$ cat src/design/i2cgx_pkg.sv
// ----------------------------------------------------------------------------
// i2cgx_pkg
// Types and constants shared by the I2C slave GPIO expander modules.
// ----------------------------------------------------------------------------
`default_nettype none

package i2cgx_pkg;

  localparam logic [6:0] SLAVE_ADDR_RESET = 7'h42;
  localparam int         CFG_AW           = 1;
  localparam int         CFG_DW           = 32;
  localparam int         IN_DW            = 16;
  localparam int         OUT_DW           = 16;

  // Register byte addresses on the configuration port.
  localparam logic [CFG_AW-1:0] REG_SLAVE_ADDR = 1'b0;

  typedef enum logic [2:0] {
    PH_IDLE     = 3'd0,
    PH_ADDR     = 3'd1,
    PH_ADDR_ACK = 3'd2,
    PH_SEND     = 3'd3,
    PH_MST_ACK  = 3'd4,
    PH_RECV     = 3'd5,
    PH_DATA_ACK = 3'd6
  } phase_t;

  typedef struct packed {
    logic       sda_pull_low;
    logic [7:0] pin_drive;
    logic       pins_are_outputs;
  } result_t;

endpackage

`default_nettype wire

$ cat src/design/i2cgx_core.sv
// ----------------------------------------------------------------------------
// i2cgx_core
// Bus state tracker: start/stop detection, address match, one data byte.
// ----------------------------------------------------------------------------
`default_nettype none

module i2cgx_core
  import i2cgx_pkg::*;
(
  input  wire logic       clk,
  input  wire logic       rst_n,
  input  wire logic       item_accept,
  input  wire logic       scl_level,
  input  wire logic       sda_level,
  input  wire logic [7:0] pin_levels,
  input  wire logic [6:0] slave_address,
  output result_t         result_nxt
);

  phase_t     phase_r,    phase_nxt;
  logic [3:0] bit_cnt_r,  bit_cnt_nxt;
  logic [7:0] shift_r,    shift_nxt;
  logic       rd_req_r,   rd_req_nxt;
  logic [7:0] latch_r,    latch_nxt;
  logic       out_mode_r, out_mode_nxt;
  logic       prev_scl_r, prev_sda_r;

  logic       high_held, start_c, stop_c, rise_c, fall_c;
  logic [3:0] bit_inc;

  assign high_held = prev_scl_r & scl_level;
  assign start_c   = high_held & prev_sda_r & ~sda_level;
  assign stop_c    = high_held & ~prev_sda_r & sda_level;
  assign rise_c    = ~prev_scl_r & scl_level;
  assign fall_c    = prev_scl_r & ~scl_level;
  assign bit_inc   = bit_cnt_r + 4'd1;

  always_comb begin
    phase_nxt    = phase_r;
    bit_cnt_nxt  = bit_cnt_r;
    shift_nxt    = shift_r;
    rd_req_nxt   = rd_req_r;
    latch_nxt    = latch_r;
    out_mode_nxt = out_mode_r;
    if (start_c) begin
      phase_nxt   = PH_ADDR;
      bit_cnt_nxt = 4'd0;
      shift_nxt   = 8'd0;
    end else if (stop_c) begin
      phase_nxt   = PH_IDLE;
      bit_cnt_nxt = 4'd0;
    end else begin
      case (phase_r)
        PH_ADDR, PH_RECV: begin
          if (rise_c && !bit_cnt_r[3]) begin
            shift_nxt   = {shift_r[6:0], sda_level};
            bit_cnt_nxt = bit_inc;
          end else if (fall_c && bit_cnt_r[3]) begin
            bit_cnt_nxt = 4'd0;
            if (phase_r == PH_RECV) begin
              phase_nxt = PH_DATA_ACK;
            end else if (shift_r[7:1] == slave_address) begin
              rd_req_nxt = shift_r[0];
              if (shift_r[0]) begin
                // A read turns every pin into an input and snapshots them.
                latch_nxt    = 8'd0;
                out_mode_nxt = 1'b0;
                shift_nxt    = pin_levels;
              end else begin
                out_mode_nxt = 1'b1;
              end
              phase_nxt = PH_ADDR_ACK;
            end else begin
              phase_nxt = PH_IDLE;
            end
          end
        end
        PH_ADDR_ACK: begin
          if (fall_c) begin
            bit_cnt_nxt = 4'd0;
            phase_nxt   = rd_req_r ? PH_SEND : PH_RECV;
          end
        end
        PH_SEND: begin
          if (fall_c) begin
            shift_nxt = {shift_r[6:0], 1'b0};
            if (bit_inc[3]) begin
              bit_cnt_nxt = 4'd0;
              phase_nxt   = PH_MST_ACK;
            end else begin
              bit_cnt_nxt = bit_inc;
            end
          end
        end
        PH_MST_ACK: begin
          if (fall_c) phase_nxt = PH_IDLE;
        end
        PH_DATA_ACK: begin
          if (fall_c) begin
            latch_nxt = shift_r;
            phase_nxt = PH_IDLE;
          end
        end
        default: begin
        end
      endcase
    end
  end

  always_comb begin
    case (phase_nxt)
      PH_ADDR_ACK, PH_DATA_ACK: result_nxt.sda_pull_low = 1'b1;
      PH_SEND:                  result_nxt.sda_pull_low = ~shift_nxt[7];
      default:                  result_nxt.sda_pull_low = 1'b0;
    endcase
    result_nxt.pin_drive        = latch_nxt;
    result_nxt.pins_are_outputs = out_mode_nxt;
  end

  always_ff @(posedge clk) begin
    if (!rst_n) begin
      phase_r    <= PH_IDLE;
      bit_cnt_r  <= 4'd0;
      shift_r    <= 8'd0;
      rd_req_r   <= 1'b0;
      latch_r    <= 8'd0;
      out_mode_r <= 1'b0;
      prev_scl_r <= 1'b1;
      prev_sda_r <= 1'b1;
    end else if (item_accept) begin
      phase_r    <= phase_nxt;
      bit_cnt_r  <= bit_cnt_nxt;
      shift_r    <= shift_nxt;
      rd_req_r   <= rd_req_nxt;
      latch_r    <= latch_nxt;
      out_mode_r <= out_mode_nxt;
      prev_scl_r <= scl_level;
      prev_sda_r <= sda_level;
    end
  end

endmodule

`default_nettype wire

$ cat src/design/i2c_slave_gpio_expander_top.sv
// A result appears on the out channel in the cycle after its sample transfer.
// Throughput: one sample per cycle; the state update and result logic sit between
// the bus state registers and the output register.
// The input is held off only while a result waits and out_tready is low.
// Reset (synchronous, active low) idles the bus tracker, makes all pins inputs,
// clears the latch and restores the slave address to 0x42.
// ----------------------------------------------------------------------------
// i2c_slave_gpio_expander_top
// I2C slave 8-bit GPIO expander on a streaming sample interface with APB setup.
// ----------------------------------------------------------------------------
`default_nettype none

module i2c_slave_gpio_expander_top
  import i2cgx_pkg::*;
(
  input  wire logic              clk,
  input  wire logic              rst_n,
  // in_tdata: [0] scl_level, [1] sda_level, [9:2] pin_levels, [15:10] zero
  input  wire logic              in_tvalid,
  output logic                   in_tready,
  input  wire logic [IN_DW-1:0]  in_tdata,
  // out_tdata: [0] sda_pull_low, [8:1] pin_drive, [9] pins_are_outputs,
  //            [10] mode_led, [15:11] zero
  output logic                   out_tvalid,
  input  wire logic              out_tready,
  output logic [OUT_DW-1:0]      out_tdata,
  input  wire logic              cfg_psel,
  input  wire logic              cfg_penable,
  input  wire logic              cfg_pwrite,
  input  wire logic [CFG_AW-1:0] cfg_paddr,
  input  wire logic [CFG_DW-1:0] cfg_pwdata,
  output logic [CFG_DW-1:0]      cfg_prdata,
  output logic                   cfg_pready
);

  logic [6:0]        slave_addr_r;
  logic              out_valid_r;
  logic [OUT_DW-1:0] out_data_r;
  logic              accept;
  logic              cfg_wr;
  result_t           result_nxt;

  assign in_tready  = ~out_valid_r | out_tready;
  assign accept     = in_tvalid & in_tready;
  assign cfg_pready = 1'b1;
  assign cfg_wr     = cfg_psel & cfg_penable & cfg_pwrite & cfg_pready;
  assign cfg_prdata = {{(CFG_DW-7){1'b0}}, slave_addr_r};

  i2cgx_core u_core (
    .clk           (clk),
    .rst_n         (rst_n),
    .item_accept   (accept),
    .scl_level     (in_tdata[0]),
    .sda_level     (in_tdata[1]),
    .pin_levels    (in_tdata[9:2]),
    .slave_address (slave_addr_r),
    .result_nxt    (result_nxt)
  );

  always_ff @(posedge clk) begin
    if (!rst_n) begin
      slave_addr_r <= SLAVE_ADDR_RESET;
    end else if (cfg_wr && cfg_paddr == REG_SLAVE_ADDR) begin
      slave_addr_r <= cfg_pwdata[6:0];
    end
  end

  always_ff @(posedge clk) begin
    if (!rst_n) begin
      out_valid_r <= 1'b0;
    end else if (accept) begin
      out_valid_r <= 1'b1;
    end else if (out_tready) begin
      out_valid_r <= 1'b0;
    end
  end

  always_ff @(posedge clk) begin
    if (accept) begin
      out_data_r <= {5'd0, result_nxt.pins_are_outputs, result_nxt.pins_are_outputs,
                     result_nxt.pin_drive, result_nxt.sda_pull_low};
    end
  end

  assign out_tvalid = out_valid_r;
  assign out_tdata  = out_data_r;

endmodule

`default_nettype wire

$ cat config.mk
export PLATFORM = sky130hd
export DESIGN_NAME = i2c_slave_gpio_expander_top
export DESIGN_NICKNAME = d
export VERILOG_FILES = /design/src/design/i2cgx_pkg.sv /design/src/design/i2cgx_core.sv /design/src/design/i2c_slave_gpio_expander_top.sv
export SDC_FILE = /design/constraint.sdc
export NUM_CORES = 1
export LEC_CHECK = 0
export ABC_AREA = 1
export BUFFER_PORTS_ARGS = -buffer_cell sky130_fd_sc_hd__buf_2
export CAP_MARGIN = 15
export CORE_MARGIN = 1.5
export CORE_UTILIZATION = 25
export DETAILED_ROUTE_END_ITERATION = 8
export GPL_ROUTABILITY_DRIVEN = 0
export SLEW_MARGIN = 20
export SYNTH_ARGS = -nofsm -noshare
export SYNTH_HDL_FRONTEND = slang
export SYNTH_SLANG_ARGS = --single-unit
export TNS_END_PERCENT = 10
$ cat constraint.sdc
create_clock -name clk -period 2.1 [get_ports clk]
set_input_delay 0.42 -clock clk [delete_from_list [all_inputs] [get_ports clk]]
set_output_delay 0.42 -clock clk [all_outputs]
set_load 0.01 [all_outputs]
### After elaboration in Yosys (flattened, before gate mapping)

Index checks and enable logic that the tools add are counted.

| storage, ports and cells | value |
|---|---|
| flip-flop bits (word level) | 45 |
| input port bits | 56 |
| output and inout port bits | 51 |
| logic and storage cells | 118 |

| operators by class | value |
|---|---|
| $add $sub $neg | 1 |
| equal/unequal tests | 19 |
| multiplexer cells | 49 |
| bitwise gates (word level) | 22 |
| reductions and logical operators | 14 |

Operators with widths:

| cell | count |
|---|---|
| $mux 8 | 16 |
| $mux 3 | 11 |
| $pmux 8 s2 | 2 |
| $mux 4 | 6 |
| $ne 4x1->1 const B | 5 |
| $reduce_and 8->1 | 2 |
| $eq 3x2->1 const B | 4 |
| $eq 3x3->1 const B | 4 |
| $pmux 3 s4 | 1 |
| $pmux 4 s3 | 1 |
| $not 1->1 | 11 |
| $and 1x1->1 | 10 |
| $mux 1 | 10 |
| $eq 7x7->1 | 1 |
| $reduce_and 7->1 | 1 |
| $reduce_or 2->1 | 3 |
| $ne 5x1->1 const B | 1 |
| $reduce_and 5->1 | 1 |
| $reduce_bool 5->1 | 1 |
| $add 4x1->4 const B | 1 |
| $ne 4x2->1 const B | 1 |
| $eq 3x1->1 const B | 1 |
| $logic_and 1x1->1 | 3 |
| $ne 3x1->1 const B | 1 |
| 7 further kinds | 7 |

### Depth between registers and ports, before layout

| depth | value |
|---|---|
| word-level depth | 11 |
| mapped depth | 14 |
| gate-level depth less buffers | 14 |

### Modules after synthesis

Synthesis repeated with hierarchy kept, for this count alone.

| unflattened totals | value |
|---|---|
| cell total of the unflattened synthesis | 472 |
| area, all modules | 3,141.8 µm² |

By module, submodules not included:

| module | instances | cells an instance | area each (µm²) | sequential area each (µm²) |
|---|---|---|---|---|
| i2cgx_core | 1 | 375 | 2,208.4 | 540.5 |
| i2c_slave_gpio_expander_top | 1 | 97 | 933.4 | 460.4 |

### Worst setup path before layout

Ideal clock, no wire load.

| timing | value |
|---|---|
| path type | input to register |
| start point | input port out_tready |
| end point | register u_core.latch_r[1] |
| library setup time | 0.110 ns |
| arrival | 1.630 ns |
| required time | 1.990 ns |
| slack | 0.360 ns |
| stages | 8 |
| buffers on the path | 1 |
| cell sequence | inv_1 -> nand2_1 -> nand2_1 -> inv_1 -> buf_1 -> o211ai_1 -> nand2_1 -> inv_1 |

| on the way | value |
|---|---|
| word-level cells in the longest chain between the ends | 2 |

Ends and longest elaborated chain:

| item | line | RTL |
|---|---|---|
| start: declaration | i2c_slave_gpio_expander_top.sv:25 | `input wire logic out_tready,` |
| $or 1x1->1 | i2c_slave_gpio_expander_top.sv:43 | `assign in_tready = ~out_valid_r \| out_tready;` |
| named net in_tready | i2c_slave_gpio_expander_top.sv:20 | `output logic in_tready,` |
| $and 1x1->1 | i2c_slave_gpio_expander_top.sv:44 | `assign accept = in_tvalid & in_tready;` |
| named net accept | i2c_slave_gpio_expander_top.sv:39 | `logic accept;` |
| end signal: assignment | i2cgx_core.sv:135 | `latch_r <= latch_nxt;` |
| end: declaration | i2cgx_core.sv:24 | `logic [7:0] latch_r, latch_nxt;` |

The timed path passes the listed nets, and every way through them passes these cells.
A chain may end at the register's enable or synchronous reset.

### Final worst setup path

| timing | value |
|---|---|
| start point | register u_core.phase_r[1] |
| end point | register u_core.shift_r[4] |

| on the way | value |
|---|---|
| word-level cells in the longest chain between the ends | 5 |
| elaborated cells on any way between the ends | 14 |
| classes of those cells | eq/ne (8); mux (3); reduce/logical (3) |

Ends and longest elaborated chain:

| item | line | RTL |
|---|---|---|
| start: declaration | i2cgx_core.sv:20 | `phase_t phase_r, phase_nxt;` |
| start signal: assignment | i2cgx_core.sv:131 | `phase_r <= phase_nxt;` |
| $eq 3x1->1 or $eq 3x3->1 (tied branches) | i2cgx_core.sv:53, i2cgx_core.sv:60 |  |
| $reduce_or 2->1 | i2cgx_core.sv:53 | `case (phase_r)` |
| $pmux 8 s2 | i2cgx_core.sv:53 |  |
| $mux 8 | i2cgx_core.sv:49 | `end else if (stop_c) begin` |
| $mux 8 | i2cgx_core.sv:45 | `if (start_c) begin` |
| end signal: assignment | i2cgx_core.sv:133 | `shift_r <= shift_nxt;` |
| end: declaration | i2cgx_core.sv:22 | `logic [7:0] shift_r, shift_nxt;` |

Several ways; a longest one is shown, not always the timed one. The select of a mux whose other input is x is not followed.

==> out/results.ini <==
[run_status]
status=finished, final reports clean

[sta]
setup_viol=0
relSlewSlack_pct=53.0
tns_ns=0
period_share_pct=88.3
slew_viol_final=0
final_hold_viol_count=0
skew_ns=0.00579
fmax_mhz=539
rsz0062_at_grt=false
worst_pin_slew_ns=0.704
fin_crit_ns=1.86

[clock_tree]
cts_sinks=45
cts_buffer_depth=2
clock_latency_ns=0.29
ctsHoldBuffers=0
ctsHtreeMaxLevel=2
post_cts_buffers=0
cts_buffers=5
path_clk_slew_ns=0.07
root_buffer=clkbuf_16
cts_tree=done
cts_resized=0

[setup_path]
start_kind=register
crit_arrival_ns=2.06
crit_top_cell=nand2_2
slowest_stage=dfxtp_1
critPathMaxFanout=7
path_cells=inv_2, nor2_4, nand2_2, nand2_2, nor2_2, nor3_4, nand2_2, nor2_4, nand3_4, nor2_8, nand2_1, a21oi_1
required_ns=2.31
end_kind=register
path_class=register to register
slowest_delay_ns=0.48

[logic_synthesis]
ys_seq_elements=45
synthAdderAreaFrac_pct=0.439
post_synth.cell_area_avg_sq_um=6.75
synth-warning-count=0
ys_seq_area_share_pct=35.1
synth_mux_area_share_pct=0
synthCells=422
synth_compound_area_share_pct=14.1
synth_top_family_by_area=simple AND/OR/NAND/NOR gates
synthSimpleGateAreaFrac_pct=32.5
ys_types=35
syn_area_sq_um=2850
yosys.area_share.xor_xnor_pct=0.922

[floorplanning]
core_area_sq_um=11000
row_count=38
die_h_um=110
io_pins=107
start_util_pct=26.0
die_x_um=110
dieArea_sq_um=12100

[routing]
ant_nets=0
drt_first_iter_violations=182
vias_per_cell=4.37
drcViolationCount=0
wirelength_um=6790
firstDrtPassIters=4
wl_per_cell_um=11.0
vias=2689

[grt]
antenna_found_initial=0
top_usage_layer=met2
grt_start_max_net_pins=23
grt_pass1_wl_um=11600
overflow=0
use_met2_pct=20.2
grt_pass1_vias=2483
grt_use_met1_pct=15.8
use_met3_pct=1.78
grt_usage_pct=12.0

[place]
post_dp_cell_area_sq_um=3190
port_buffers=44
dp_hpwl_um=5310

[min_path]
hold_class=input port to register

[cells_and_area]
areaGrowthSynthToFinish_pct=17.5
stdcell_area_sq_um=3350
antenna_cells=0
nets=532
drive_gt1_share_pct=20.4

[run]
max-cap-violations=0

[pwr]
power_leakage_nw=1.62
peakVddDrop_uv=461
power_density_nw_per_um2=672

[cells by family (layout without fill, tap and decap cells)]
family | after synthesis | count (layout)
buf+inv | 94 | 119
flops | 45 | 45
other cells | 2 | 31
fa+ha+maj | 1 | 1
xor+xnor | 3 | 3
compound gates | 72 | 72
simple gates | 205 | 205
[layout make-up]
cell class / count / area [sq um]
Clock inverter: 3 / 25.0
Timing Repair Buffer: 57 / 330
Multi-Input combinational cell: 312 / 1490
Clock buffer: 5 / 125
Sequential cell: 45 / 1000
Tap cell: 140 / 175
Fill cell: 1168 / 7630
Inverter: 54 / 205
[worst paths after layout]
| path | startpoint | endpoint | slack [ns] | cells past startpoint |
|---|---|---|---|---|
| worst max-delay path | u_core.phase_r[1] | u_core.shift_r[4] | 0.24 | 12 |
| worst min-delay path | cfg_pwdata[6] | slave_addr_r[6] | 0.35 | 3 |
| worst max register to register | u_core.phase_r[1] | u_core.shift_r[4] | 0.24 | 12 |
| worst min register to register | u_core.rd_req_r | u_core.rd_req_r | 0.47 | 2 |
[placed cells by master (no fill, tap or decap), types with 4 or more instances in the layout]
cell         n
nand2_1    116
nor2_1      47
inv_1       45
buf_2       44
dfxtp_1     35
conb_1      31
o21ai_0     26
a21oi_1     23
buf_4       12
nand3_1     11
edfxtp_1    10
o21ai_1      9
inv_2        8
nor2_2       6
o211ai_1     6
nand2_2      5
nor3_1       5
clkbuf_16    5
nor2_4       4
nand4_1      4
[stage by stage]
stage	worst slack [ns]	cells	hold slack [ns]	utilization (%)	total power, mW
floorplan	0.360	451	0.437	-	1.36
global route	0.0415	616	0.380	30.5	2.37
detailed placement	0.0734	608	0.460	29.1	1.46
global placement	0.108	608	0.457	29.1	1.45
finish	0.245	616	0.351	30.5	2.25
CTS	0.182	616	0.348	30.5	2.27
[critical path: cells and delay by family (launching register included)]
family | cells | cell delay, ns
buffers and inverters | 1 | 0.10
AND/OR/NAND/NOR | 10 | 1.05
flip-flops | 1 | 0.48
AO/OA/AOI/OAI | 1 | 0.12
[cells in the mapped netlist]
library cell	count	area share, %
xnor2_1	2	0.61
o21bai_2	1	0.40
xor2_1	1	0.31
o22ai_1	1	0.22
a211oi_1	2	0.53
buf_4	32	8.4
inv_1	45	5.9
nand3_4	1	0.61
nor2_8	1	0.70
buf_1	2	0.26
o31ai_1	2	0.53
nand3_2	2	0.70
nor3_2	1	0.35
nor3_1	5	0.88
ha_1	1	0.44
o21ai_1	9	1.6
inv_4	1	0.22
o211ai_1	6	1.6
nand2_1	116	15
edfxtp_1	10	11
a21oi_1	23	4.0
dfxtp_1	35	25
nor3_4	2	1.1
o211a_1	1	0.35
a221oi_1	1	0.31
conb_1	2	0.26
nor2_2	7	1.5
clkbuf_1	6	0.79
nor2_1	47	6.2
o21ai_0	26	4.6
nand3_1	11	1.9
nand4_1	4	0.88
nand2_2	5	1.1
nor2_4	3	1.2
inv_2	8	1.1
[report_power, final]
| group | total [mW] | switching, mW | internal, mW | leakage (nW) |
|---|---|---|---|---|
| Combinational | 0.461 | 0.301 | 0.160 | 1.16 |
| Sequential | 0.985 | 0.0402 | 0.945 | 0.388 |
| Clock | 0.804 | 0.356 | 0.448 | 0.0704 |
| Total | 2.25 | 0.698 | 1.55 | 1.62 |
[state kept, by name, indices dropped and copies added, names as in the netlist]
name / count
u_core.prev_scl_r: 1
u_core.rd_req_r: 1
u_core.phase_r: 3
out_tdata: 10
out_tvalid: 1
u_core.out_mode_r: 1
u_core.latch_r: 8
u_core.bit_cnt_r: 4
u_core.shift_r: 8
u_core.prev_sda_r: 1
slave_addr_r: 7
[layer usage]
layer  share of wire, %  up-vias
li1                   -     1384
met4                1.1        0
met1                 47     1211
met3                5.8        5
met5                  0        -
met2                 46       89
Power figures use the tool's default switching activity.
